==> config.mk <==
export PLATFORM = sky130hd
export DESIGN_NAME = hpd_delay
export DESIGN_NICKNAME = d
export VERILOG_FILES = /design/src/rtl/hit_pair_distance_macros.svh /design/src/rtl/hpd_delay.sv
export SDC_FILE = /design/constraint.sdc
export NUM_CORES = 1
export LEC_CHECK = 0
export BUFFER_PORTS_ARGS = -buffer_cell sky130_fd_sc_hd__buf_4
export CAP_MARGIN = 20
export CORE_ASPECT_RATIO = 1.4
export CORE_MARGIN = 5
export CORE_UTILIZATION = 28
export CTS_CLUSTER_SIZE = 12
export DETAILED_ROUTE_END_ITERATION = 6
export PLACE_DENSITY = 0.67
export SLEW_MARGIN = 40
export SYNTH_ARGS = -nofsm -noshare
export SYNTH_HDL_FRONTEND = slang
export SYNTH_SLANG_ARGS = --single-unit
==> constraint.sdc <==
create_clock -name clk -period 0.8 [get_ports clk]
set_input_delay 0.04 -clock clk [delete_from_list [all_inputs] [get_ports clk]]
set_output_delay 0.04 -clock clk [all_outputs]
set_load 0.01 [all_outputs]
==> src/rtl/hit_pair_distance_macros.svh <==
// Assertion macros shared by the hit pair distance RTL.
`ifndef HIT_PAIR_DISTANCE_MACROS_SVH
`define HIT_PAIR_DISTANCE_MACROS_SVH

// Consequent must hold in the same cycle as the antecedent.
`define HPD_ASSERT_SAME(label, ck, rst_n, ante, cons, msg) \
	label: assert property (@(posedge ck) disable iff (!rst_n) (ante) |-> (cons)) \
		else $error(msg);

// Consequent must hold in the cycle after the antecedent.
`define HPD_ASSERT_NEXT(label, ck, rst_n, ante, cons, msg) \
	label: assert property (@(posedge ck) disable iff (!rst_n) (ante) |=> (cons)) \
		else $error(msg);

`endif

==> src/rtl/hpd_delay.sv <==
// Enable-gated delay line that lines up one term with the slowest path.
module hpd_delay #(
	parameter int WIDTH = 40,
	parameter int DEPTH = 1
) (
	input  logic             clk,
	input  logic             en,
	input  logic [WIDTH-1:0] din,
	output logic [WIDTH-1:0] dout
);
	logic [WIDTH-1:0] tap_q [0:DEPTH-1];

	always_ff @(posedge clk) begin
		if (en) begin
			tap_q[0] <= din;
			for (int i = 1; i < DEPTH; i++) begin
				tap_q[i] <= tap_q[i-1];
			end
		end
	end

	assign dout = tap_q[DEPTH-1];
endmodule

Word level (Yosys, flattened, before mapping):

Memory sizes are Yosys's and may differ from the RTL's.
Cells that the tools add are included.
Widths: inputs -> output; s select.

* memories kept: 1
* bits of input ports: 42
* bits in writable memories: 40
* register bits: 0
* output and inout port bits: 40
* bits in latches: 0
* logic and storage cells: 3
* bits in read-only memories: 0

Memory list
* tap_q: depth 1, width 40, rd ports 1, clocked after Yosys merged registers in 0, write ports 1, RTL line hpd_delay.sv:11 `logic [WIDTH-1:0] tap_q [0:DEPTH-1];`

* multipliers: 0
* shift operators: 0
* eq/ne operators: 0
* bitwise logic cells: 0
* $lt $le $gt $ge: 0
* div/mod/pow operators: 0
* add/subtract/negate cells: 0
* mux-type cells: 2
* reduce and logical (&&, ||, !) cells: 0

Operator list (number)
* $mux 1: 2

Longest topological paths before layout:

* depth after elaboration: 2
* mapped depth: 0
* mapped depth without buffers: 0

Worst setup path before layout:

Ideal clock, no wire load.

* kind: register to output
* from: mem tap_q[0][0]
* to: out dout[0]
* data required time: 0.760 ns
* arrival: 0.394 ns
* path buffers: 0
* path slack: 0.366 ns
* cell stages (with the launch flop): 1
* cell sequence: edfxtp_1

* cells in the longest elaborated chain, start to end: 1

Ends and longest elaborated chain
* start, declared: RTL line hpd_delay.sv:11
* $mem_v2 1x40
* end, declared: RTL line hpd_delay.sv:9 `output logic [WIDTH-1:0] dout`

No other way between the ends.

Worst setup path in the final report:

* from: mem tap_q[0][11]
* to: out dout[11]

The elaborated chain is that of the path after synthesis.

==> impl_metrics.toml <==
[outcome]
outcome = "finished with violations"
violations = "setup timing"

[layout]
areaGrowthSynthToFinish_pct = 109.7
n_antenna_cell = 0
fillers = 300
utilization = 0.5991
fin_cells = 215
nMultiInputCombCells = 0
final_net_count = 212
top_regs = "tap_q x40"
multiInputGateArea_um2 = 0
design_area_um2 = 2519
layout-drive-gt1-share = 0.5235
largest_reg_flops = 40
regMostFlops = "tap_q"

[synthesis]
ys_seq_area_frac = 1.000
synth-seq-cells = 40
syn_inst = 40
synth_edf_count = 40
synthTopCellsByArea = "edfxtp_1 100%"
yosysTopAreaCell = "edfxtp_1"
yosysWarnings = 0
netlist.area_leader.share = 1.000
synthFlopType = "edfxtp_1"
avgSynthCellArea_um2 = 30.03
yosysMostFrequentCell = "edfxtp_1"
synth_common_cells = "40 x edfxtp_1"
ys_types = 1
syn_area_um2 = 1201
async_reset_ff_frac = 0
synth.net_count = 82

[global_route]
globalRouteTotalUtil = 0.1199
grt-ovfl-total = 0
grt_max_degree = 23
antenna_found_initial = 0
grt_pass1_wl_um = 4981
grt_pass1_vias = 1002

[die]
initial_core_util = 0.2857
placementRows = 28
core-area_um2 = 4204
die_area_um2 = 5718
io_pins = 82
die-height_um = 87.50
die_x_um = 65.36

[cts]
cts_made_buffers = 5
htreeDepth = 2
post-cts-setup-buffers = 0
path_clk_slew_ns = 0.07
clock-sinks = 40
clock-root-buffer = "clkbuf_8"
cts_tree = "built"
cts_buffer_depth = 2

[detailed_routing]
via_count = 908
initialDrtViolationCount = 15
firstDrtPassIters = 4
final_antenna_net_count = 0
route.final.wire_length_um = 3296
wl_per_cell_um = 15.33
drcViolationCount = 0
vias_per_cell = 4.223

[timing]
fin_tns_setup_ns = -1.791
hold_slack_ns = 0.1559
max_slew_margin = 0.9162
setup_viol = 40
tightestPinTransition_ns = 0.1258
fmax_mhz = 1148
timing.final.ws_setup_ns = -0.07107
final.min_clock_period_ns = 0.8711
finalMaxSlewViolations = 0
fin_crit_sh = 1.089
rsz0062_at_grt = "true"
hold_violations = 0

[power_and_ir_drop]
netSwitchingFraction = 0.2080
p_comb_frac = 0.173
power_frac_seq = 0.561
power_density_nw_per_um2 = 1817
clkPwrFrac = 0.266
power_switching_uw = 952.1
leakage_nw = 1.052
power_mw = 4.577
vdd.ir_drop.worst_mv = 1.301
intPower_mw = 3.624

[setup_path]
crit_arrival_ns = 0.83
critical_path.cell_chain = "buf_6"
cpMaxStageDelayCell = "edfxtp_1"
cp_max_fo = 1
critPathTopFamily = "flip-flops"
cp-end-kind = "primary output"
cpPeakStageDelay_ns = 0.41
crit_buf_inv = 1
worst_setup_path_start_kind = "flip-flop"
critical_path_class = "reg -> out"
critPathRequiredTime_ns = 0.76

[placement]
io_buffers = 81
dpl_cell_area_um2 = 1906
place.gp.congestion = 0.5985
dp_cells = 168
pre_cts_ws_ns = 0.1655

[flow_run]
cap_violations = 0

[worst_hold_path]
hold-path-cell-count = 2
min_to = "tap_q[0][13]$_DFFE_PP_"
min-delay-start = "en"
hp-class = "in -> reg"
-- repair_timing --
action / in CTS / in global routing
setup endpoints to repair: 40 / 40
hold endpoints to repair: 40 / 0
gates resized for setup: 26 / 10
hold buffers: 40 / 0
-- cell type report --
type	instances	area [um2]	area share
Sequential cell	40	1201	0.4769
Timing Repair Buffer	123	1184	0.4699
Clock buffer	6	72.57	0.02881
Clock inverter	1	5.005	0.001987
Tap cell	45	56.30	0.02235
-- layout by cell type (no fill, tap or decap), drive strengths merged --
master / count
clkinv: 1
buf: 83
edfxtp: 40
clkbuf: 6
dlygate4sd3: 40
-- how the worst max path moves through the flow --
stage | start | endpoint | slack (ns) | depth (start not counted)
6_report | tap_q[0][11]$_DFFE_PP_ | dout[11] | -0.07 | 1
5_1_grt | tap_q[0][31]$_DFFE_PP_ | dout[31] | -0.10 | 1
4_1_cts | tap_q[0][38]$_DFFE_PP_ | dout[38] | -0.09 | 1
3_5_place_dp | en | tap_q[0][20]$_DFFE_PP_ | 0.17 | 2
3_3_place_gp | en | tap_q[0][0]$_DFFE_PP_ | 0.18 | 2
2_1_floorplan | tap_q[0][0]$_DFFE_PP_ | dout[0] | 0.37 | 0
-- logic make-up (layout without fill, tap and decap cells) --
| logic type | Yosys count | in the layout | synth area share |
|---|---|---|---|
| flip-flops | 40 | 40 | 1.000 |
| buffers and inverters | 0 | 130 | 0 |
-- per-layer routing --
layer  up-vias  routed length (um)  track usage
met3         9                 236      0.03876
met1       433                 987       0.1107
met2        48                1967       0.2249
met4         0                 104      0.06792
li1        418                   -            -
met5         -                   0            0
-- power groups by stage --
stage | clock [mW] | combinational [mW] | sequential [mW]
after floorplan | 0 | 0 | 2.67
after global placement | 0 | 0.546 | 2.58
after detailed placement | 0 | 0.558 | 2.58
after CTS | 1.26 | 0.777 | 2.56
after global routing | 1.35 | 0.838 | 2.58
final | 1.22 | 0.793 | 2.57
Note: power is estimated with default switching activity, not from simulation.
