### config.mk
export PLATFORM = sky130hd
export DESIGN_NAME = hpd_freq
export DESIGN_NICKNAME = d
export VERILOG_FILES = /design/src/rtl/hit_pair_distance_macros.svh /design/src/rtl/hpd_pkg.sv /design/src/rtl/hpd_freq.sv
export SDC_FILE = /design/constraint.sdc
export NUM_CORES = 2
export LEC_CHECK = 0
export BUFFER_PORTS_ARGS = -buffer_cell sky130_fd_sc_hd__clkbuf_2
export CORE_ASPECT_RATIO = 0.7
export CORE_MARGIN = 1
export CORE_UTILIZATION = 49
export CTS_CLUSTER_DIAMETER = 120
export DETAILED_ROUTE_END_ITERATION = 8
export PLACE_DENSITY_LB_ADDON = 0.15
export SYNTH_ARGS = -nofsm -noshare
export SYNTH_HDL_FRONTEND = slang
export SYNTH_SLANG_ARGS = --single-unit
### constraint.sdc
create_clock -name clk -period 13.5 [get_ports clk]
set_input_delay 1.35 -clock clk [delete_from_list [all_inputs] [get_ports clk]]
set_output_delay 1.35 -clock clk [all_outputs]
set_load 0.01 [all_outputs]
### src/rtl/hit_pair_distance_macros.svh
// Assertion macros shared by the hit pair distance RTL.
`ifndef HIT_PAIR_DISTANCE_MACROS_SVH
`define HIT_PAIR_DISTANCE_MACROS_SVH

// Consequent must hold in the same cycle as the antecedent.
`define HPD_ASSERT_SAME(label, ck, rst_n, ante, cons, msg) \
	label: assert property (@(posedge ck) disable iff (!rst_n) (ante) |-> (cons)) \
		else $error(msg);

// Consequent must hold in the cycle after the antecedent.
`define HPD_ASSERT_NEXT(label, ck, rst_n, ante, cons, msg) \
	label: assert property (@(posedge ck) disable iff (!rst_n) (ante) |=> (cons)) \
		else $error(msg);

`endif

### src/rtl/hpd_pkg.sv
// Widths, constants, register codes and stage payload types for the hit pair distance block.
package hpd_pkg;

	localparam int SNR_W    = 20;
	localparam int DRIFT_W  = 24;
	localparam int TIME_W   = 42;
	localparam int DUR_W    = 24;
	localparam int FREQ_W   = 40;
	localparam int DIST_W   = 40;
	localparam int WEIGHT_W = 16;

	localparam int CFG_IDX_W  = 8;
	localparam int CFG_DATA_W = 40;

	localparam logic [CFG_IDX_W-1:0] REG_FREQ_WEIGHT  = 8'd0;
	localparam logic [CFG_IDX_W-1:0] REG_DRIFT_WEIGHT = 8'd1;
	localparam logic [CFG_IDX_W-1:0] REG_SNR_WEIGHT   = 8'd2;
	localparam logic [CFG_IDX_W-1:0] REG_MATCH_THRESH = 8'd3;

	localparam logic [WEIGHT_W-1:0] FREQ_WEIGHT_RST  = 16'd655;
	localparam logic [WEIGHT_W-1:0] DRIFT_WEIGHT_RST = 16'd2560;
	localparam logic [WEIGHT_W-1:0] SNR_WEIGHT_RST   = 16'd0;
	localparam logic [DIST_W-1:0]   MATCH_THRESH_RST = 40'd3276800;

	localparam logic [DIST_W-1:0] DIST_MAX = {DIST_W{1'b1}};

	// Datapath widths.
	localparam int MAG_W  = DRIFT_W;            // drift magnitude
	localparam int SUM_W  = TIME_W + 2;         // first + last, and dt
	localparam int DT_LO  = SUM_W / 2;
	localparam int DT_HI  = SUM_W - DT_LO;
	localparam int PP_W   = MAG_W + DT_HI;      // one partial product
	localparam int PAM_W  = MAG_W + SUM_W;      // drift * dt magnitude
	localparam int PA_W   = PAM_W + 1;
	localparam int FD_W   = FREQ_W + 1;
	localparam int FREQ_SH = 21;
	localparam int DIFF_W = PA_W + 2;
	localparam int ABS_W  = DIFF_W - 1;
	localparam int ABS_LO = ABS_W / 2;
	localparam int ABS_HI = ABS_W - ABS_LO;
	localparam int FP_W   = ABS_W + WEIGHT_W;
	localparam int TF_SH  = 25;
	localparam int TS_W   = WEIGHT_W + SNR_W;
	localparam int N_W    = DRIFT_W + 1;
	localparam int SQ_W   = 2 * MAG_W;          // sum of squared drifts
	localparam int Q_W    = 41;                 // normalized drift, Q.40 up to 1.0
	localparam int Q_LO   = 21;
	localparam int Q_HI   = Q_W - Q_LO;
	localparam int QQ_W   = 2 * Q_W - 1;
	localparam int QP_W   = 27;                 // slice of q^2 per weight product
	localparam int DP_W   = QQ_W + WEIGHT_W;
	localparam int TD_SH  = 40;

	// Pipeline timing.
	localparam int FRONT_LAT   = 3;
	localparam int FREQ_LAT    = 5;
	localparam int DIV_STAGES  = 1 + (Q_W - 1) / 2;
	localparam int DRIFT_LAT   = DIV_STAGES + 4;
	localparam int SNR_STAGE   = 2;
	localparam int TERM_STAGE  = FRONT_LAT + DRIFT_LAT;
	localparam int TF_DELAY    = DRIFT_LAT - FREQ_LAT;
	localparam int TS_DELAY    = TERM_STAGE - SNR_STAGE;
	localparam int TOTAL_LAT   = TERM_STAGE + 2;

	typedef struct packed {
		logic [PP_W-1:0] pal;
		logic [PP_W-1:0] pah;
		logic [PP_W-1:0] pbl;
		logic [PP_W-1:0] pbh;
		logic            neg_a;
		logic            neg_b;
		logic signed [FD_W-1:0] fd;
	} freq_in_t;

	typedef struct packed {
		logic [SQ_W-1:0] s;
		logic [N_W-1:0]  n;
	} drift_in_t;

endpackage

### src/rtl/hpd_freq.sv
// Frequency term: projected frequency difference, absolute value, weight and saturation.
module hpd_freq (
	input  logic                          clk,
	input  logic                          en,
	input  hpd_pkg::freq_in_t             freq_in,
	input  logic [hpd_pkg::WEIGHT_W-1:0]  freq_weight,
	output logic [hpd_pkg::DIST_W-1:0]    freq_term
);
	import hpd_pkg::*;

	logic [PAM_W-1:0]         pam_a_c, pam_b_c;
	logic signed [PA_W-1:0]   pa_s4, pb_s4;
	logic signed [FD_W-1:0]   fd_s4;
	logic signed [DIFF_W-1:0] diff_s5;
	logic [ABS_W-1:0]         abs_s6;
	logic [ABS_LO+WEIGHT_W-1:0] plo_s7;
	logic [ABS_HI+WEIGHT_W-1:0] phi_s7;
	logic [FP_W-1:0]          prod_c;
	logic [FP_W-TF_SH-1:0]    shr_c;
	logic [DIST_W-1:0]        tf_s8;

	always_comb begin
		pam_a_c = (PAM_W'(freq_in.pah) << DT_LO) + PAM_W'(freq_in.pal);
		pam_b_c = (PAM_W'(freq_in.pbh) << DT_LO) + PAM_W'(freq_in.pbl);
	end

	always_ff @(posedge clk) begin
		if (en) begin
			pa_s4 <= freq_in.neg_a ? signed'(PA_W'(0) - PA_W'(pam_a_c)) : signed'(PA_W'(pam_a_c));
			pb_s4 <= freq_in.neg_b ? signed'(PA_W'(0) - PA_W'(pam_b_c)) : signed'(PA_W'(pam_b_c));
			fd_s4 <= freq_in.fd;
		end
	end

	always_ff @(posedge clk) begin
		if (en) begin
			diff_s5 <= (DIFF_W'(fd_s4) <<< FREQ_SH) + DIFF_W'(pa_s4) - DIFF_W'(pb_s4);
		end
	end

	always_ff @(posedge clk) begin
		if (en) begin
			abs_s6 <= diff_s5[DIFF_W-1] ? ABS_W'(-diff_s5) : ABS_W'(diff_s5);
		end
	end

	always_ff @(posedge clk) begin
		if (en) begin
			plo_s7 <= abs_s6[ABS_LO-1:0] * freq_weight;
			phi_s7 <= abs_s6[ABS_W-1:ABS_LO] * freq_weight;
		end
	end

	always_comb begin
		prod_c = (FP_W'(phi_s7) << ABS_LO) + FP_W'(plo_s7);
		shr_c = prod_c[FP_W-1:TF_SH];
	end

	always_ff @(posedge clk) begin
		if (en) begin
			tf_s8 <= (|shr_c[FP_W-TF_SH-1:DIST_W]) ? DIST_MAX : shr_c[DIST_W-1:0];
		end
	end

	assign freq_term = tf_s8;
endmodule

== Word level (Yosys, flattened, before mapping) ==
Cells that the tools add are included.

* Flip-flop bits (word level): 462
* Input bits: 245
* Output and inout port bits: 40
* Word-level logic and storage cells: 24

* $add $sub $neg: 8
* Multipliers: 2
* Muxes and demuxes: 3
* Reduce and logical (&&, ||, !) cells: 1

{| class="wikitable"
|+ Operator list
! cell !! number
|-
| subtractor 1 x 68 -> 69 bit (first input constant) || 2
|-
| adder 68 x 46 -> 68 bit || 2
|-
| 2-to-1 mux 68 bit || 2
|-
| multiplier 35 x 16 -> 51 bit || 2
|-
| adder 86 x 51 -> 86 bit || 1
|-
| subtractor 70 x 69 -> 71 bit || 1
|-
| adder 62 x 69 -> 70 bit || 1
|-
| 2-to-1 mux 70 bit || 1
|-
| negation 70 bit || 1
|-
| OR reduction 21 bit || 1
|}

== Longest topological paths before layout ==
* Depth in word-level cells: 3
* Mapped depth: 27
* Gate-level depth less buffers: 25

== Worst setup path before layout ==
OpenSTA, ideal clock, no wires.

* Path kind: input to register
* From: input freq_weight[15] (netlist name)
* To: register phi_s7[50], data pin
* Setup time: 0.263 ns
* Arrival time: 7.707 ns
* Required time: 13.237 ns
* Path slack: 5.530 ns
* Stages: 25
* Path buffers: 3
* Cells stage by stage: clkbuf_1 clkbuf_1 nand2_1 fa_1 fa_1 inv_1 fa_1 fa_1 fa_1 inv_1 fa_1 inv_1 ha_1 clkbuf_1 a21oi_1 nor2b_1 a311o_1 a21oi_1 a21oi_1 o31a_1 a31o_2 a22oi_1 o211ai_1 a311oi_1 xnor2_1

* Longest elaborated chain between the ends: 1

{| class="wikitable"
|+ RTL lines
! what !! line !! source
|-
| start: declaration || hpd_freq.sv:6 || <nowiki>input logic [hpd_pkg::WEIGHT_W-1:0] freq_weight,</nowiki>
|-
| multiplier 35 x 16 -> 51 bit || hpd_freq.sv:50 || <nowiki>phi_s7 <= abs_s6[ABS_W-1:ABS_LO] * freq_weight;</nowiki>
|-
| end signal: assignment || hpd_freq.sv:50 ||
|-
| end: declaration || hpd_freq.sv:17 || <nowiki>logic [ABS_HI+WEIGHT_W-1:0] phi_s7;</nowiki>
|}

Every way passes these cells.
A chain may end at the register's enable or synchronous reset.

== Final worst setup path ==
* From: input freq_weight[6] (netlist name)
* To: register plo_s7[49], data pin

* Longest elaborated chain between the ends: 1

{| class="wikitable"
|+ RTL lines
! what !! line !! source
|-
| multiplier 35 x 16 -> 51 bit || hpd_freq.sv:49 || <nowiki>plo_s7 <= abs_s6[ABS_LO-1:0] * freq_weight;</nowiki>
|-
| end signal: assignment || hpd_freq.sv:49 ||
|-
| end: declaration || hpd_freq.sv:16 || <nowiki>logic [ABS_LO+WEIGHT_W-1:0] plo_s7;</nowiki>
|}

Every way passes these cells.

==> out/results.ini <==
[status]
status = finished, final reports clean

[min_path]
hold_start = plo_s7[28]
holdCritPathClass = flip-flop to flip-flop
whs_endpoint = freq_term[3]
hold_depth = 1

[sta]
fin_skew_ns = 0.0464
period_needed_ns = 8.79
relSlewSlack_pct = 27.8
finalCritPeriodShare_pct = 65.1
setup_viol = 0
timing_hold_violations_final = 0
fmax_mhz = 114
tightest_slew_ns = 1.08
rsz0062_at_grt = false
drv_slew = 0
tns_ns = 0

[flow_run]
maxCapViolCount = 0

[critical_path]
cp_slowest_cell = a211oi_1
critPathLaunchType = input pin
path_max_fanout = 40
r2r-start = abs_s6[11]
r2r_cells = 22
cp-end-kind = flip-flop
path_class = input pin to flip-flop
critPathMaxStageDelay_ns = 0.89
r2r_slack_ns = 5.37
cpMostUsedCell = fa_1
arrival_ns = 9.21
worstReg2RegEnd = plo_s7[49]
crit_required_ns = 13.92

[cells_and_area]
seqCellArea_um2 = 13100
layout-drive-gt1-share_pct = 6.50
layout_commonest_cell = inv_1
layout_common_cells = inv_1, fa_1, nand2_1
multi_input_area_um2 = 44800
area_growth_pct = 7.22
final_nets = 8492
nFillCells = 12035

[logic_synthesis]
ys_seq_elements = 437
syn_inst = 6802
synthArstFlopShare_pct = 0
synth_ff_type = edfxtp_1
synth_nets = 8418
mappedNetlistArea_um2 = 63800
yosys_warnings = 0
synth_edf_count = 437
synth.distinct_cells = 79
synth.yosys.seq_area_share_pct = 20.6
synth.avg_cell_area_um2 = 9.37

[clock_network]
insertion_delay_ns = 0.68
htreeDepth = 2
clkTransAtPathRegs_ns = 0.07
cts_buffers = 51
max-clock-path-buffers = 3
clock-root-buffer = clkbuf_16
cts_resized = 0
clock-sinks = 437
post_cts.repair.setup_buffers = 0
ctsHoldBuffers = 0
cts_tree = done

[grt]
antenna_found_initial = 4
grt-ovfl-total = 0
track_usage_pct = 26.4
grt_util_met3_pct = 4.54
grt.met2_usage_pct = 39.6
grt_max_degree = 159
grt_pass1_wl_mm = 275
first_global_vias = 48659
top_usage_layer = met1
use_met1_pct = 40.3

[floorplanning]
die_h_um = 304
initial_core_util_pct = 49.5
ioPinCount = 285
rows = 110
core_area_um2 = 129000
die-area_um2 = 132000
die_w_um = 433

[detailed_routing]
wl_per_cell_um = 19.5
avgViaCountPerCell = 5.49
dr.first_iter.drc_count = 4097
num_vias = 47527
drc = 0
ant_nets = 0
drt-total-wl_mm = 169
drt-pass1-iter-count = 5

[placed_design]
dpl.hpwl_mm = 133
port_buffers = 284
gp_congestion = 0.911

[cell families (layout without fill, tap and decap cells)]
group / after synthesis / after routing / synth area share, %
AO/OA/AOI/OAI: 934 / 934 / 9.75
flip-flops: 437 / 437 / 20.6
AND/OR/NAND/NOR: 2043 / 2043 / 15.9
XOR/XNOR: 442 / 442 / 6.07
buffers and inverters: 1565 / 1681 / 9.22
adder cells (fa/ha/maj): 1371 / 1371 / 38.3
multiplexers: 10 / 10 / 0.159
other: 0 / 5 / 0
[metrics by stage]
step           instance area, um2  utilization, %  instances  worst slack [ns]  hold slack, ns
4_1_cts                     68400            53.1       8654              4.77           0.505
6_report                    68400            53.1       8659              4.71           0.502
2_1_floorplan               63800               -       6802              5.53           0.450
3_5_place_dp                66600            51.7       8559              4.07           0.489
5_1_grt                     68400            53.1       8657              4.34           0.517
3_3_place_gp                66600            51.7       8559              4.22           0.483
[layout make-up]
cell class / instances / area share, %
Timing Repair Buffer: 321 / 2.56
Sequential cell: 437 / 19.2
Antenna cell: 5 / 0.0183
Inverter: 1265 / 6.94
Multi-Input combinational cell: 4800 / 65.5
Clock buffer: 59 / 1.91
Tap cell: 1736 / 3.18
Clock inverter: 36 / 0.719
[registers in the layout, indices dropped and copies added (netlist names)]
name	flops
phi_s7	51
freq_term	40
pa_s4	69
plo_s7	26
pb_s4	69
diff_s5	71
abs_s6	70
fd_s4	41
[per-layer routing]
metal / vias up / wire [um]
li1: 21950 / -
met2: 1754 / 72500
met1: 23658 / 80000
met3: 163 / 13800
met5: - / 40
met4: 2 / 2690
[critical path: cells and delay by family]
family,cells,cell delay [ns]
AO/OA/AOI/OAI,7,2.78
XOR/XNOR,1,0.12
buffers and inverters,6,1.19
AND/OR/NAND/NOR,4,0.62
adder cells (fa/ha/maj),7,3.08
[how the worst max path moves through the flow]
stage / from / end / slack, ns / cells past startpoint
2_1_floorplan: freq_weight[15] / phi_s7[50] / 5.53 / 25
3_3_place_gp: freq_weight[8] / phi_s7[50] / 4.22 / 26
3_5_place_dp: freq_weight[6] / plo_s7[49] / 4.07 / 25
4_1_cts: freq_weight[6] / plo_s7[49] / 4.77 / 25
5_1_grt: freq_weight[8] / phi_s7[45] / 4.34 / 26
6_report: freq_weight[6] / plo_s7[49] / 4.71 / 25
[cell usage after synthesis (10+ instances only)]
cell	instances	area (um2)
edfxtp_1	437	13100
nor3_1	75	375
nand2_1	903	3390
a21o_1	134	1010
a21boi_0	14	105
o41ai_1	25	219
nor4_1	32	200
or3_1	39	244
o21ai_0	181	906
ha_1	400	5000
fa_1	971	19400
a211oi_1	39	293
nor2b_1	36	225
a221oi_1	10	87.6
and4_1	16	140
and3_1	47	294
o211ai_1	24	180
o21a_1	44	330
or2_2	24	150
nor2_1	145	544
nand2b_1	44	275
a31oi_1	28	175
a2111oi_0	11	96.3
xor2_1	110	963
and2_1	472	2950
o31ai_1	65	488
a21oi_1	211	1060
inv_1	1265	4750
nand3_1	86	430
or4_1	17	128
a311oi_1	13	114
o21bai_1	32	240
clkbuf_1	299	1120
nand4_1	68	425
xnor2_1	332	2910
Power is left out: the tool's default activity adds up to more than one toggle a clock period on the data nets, which glitch-free logic cannot reach.
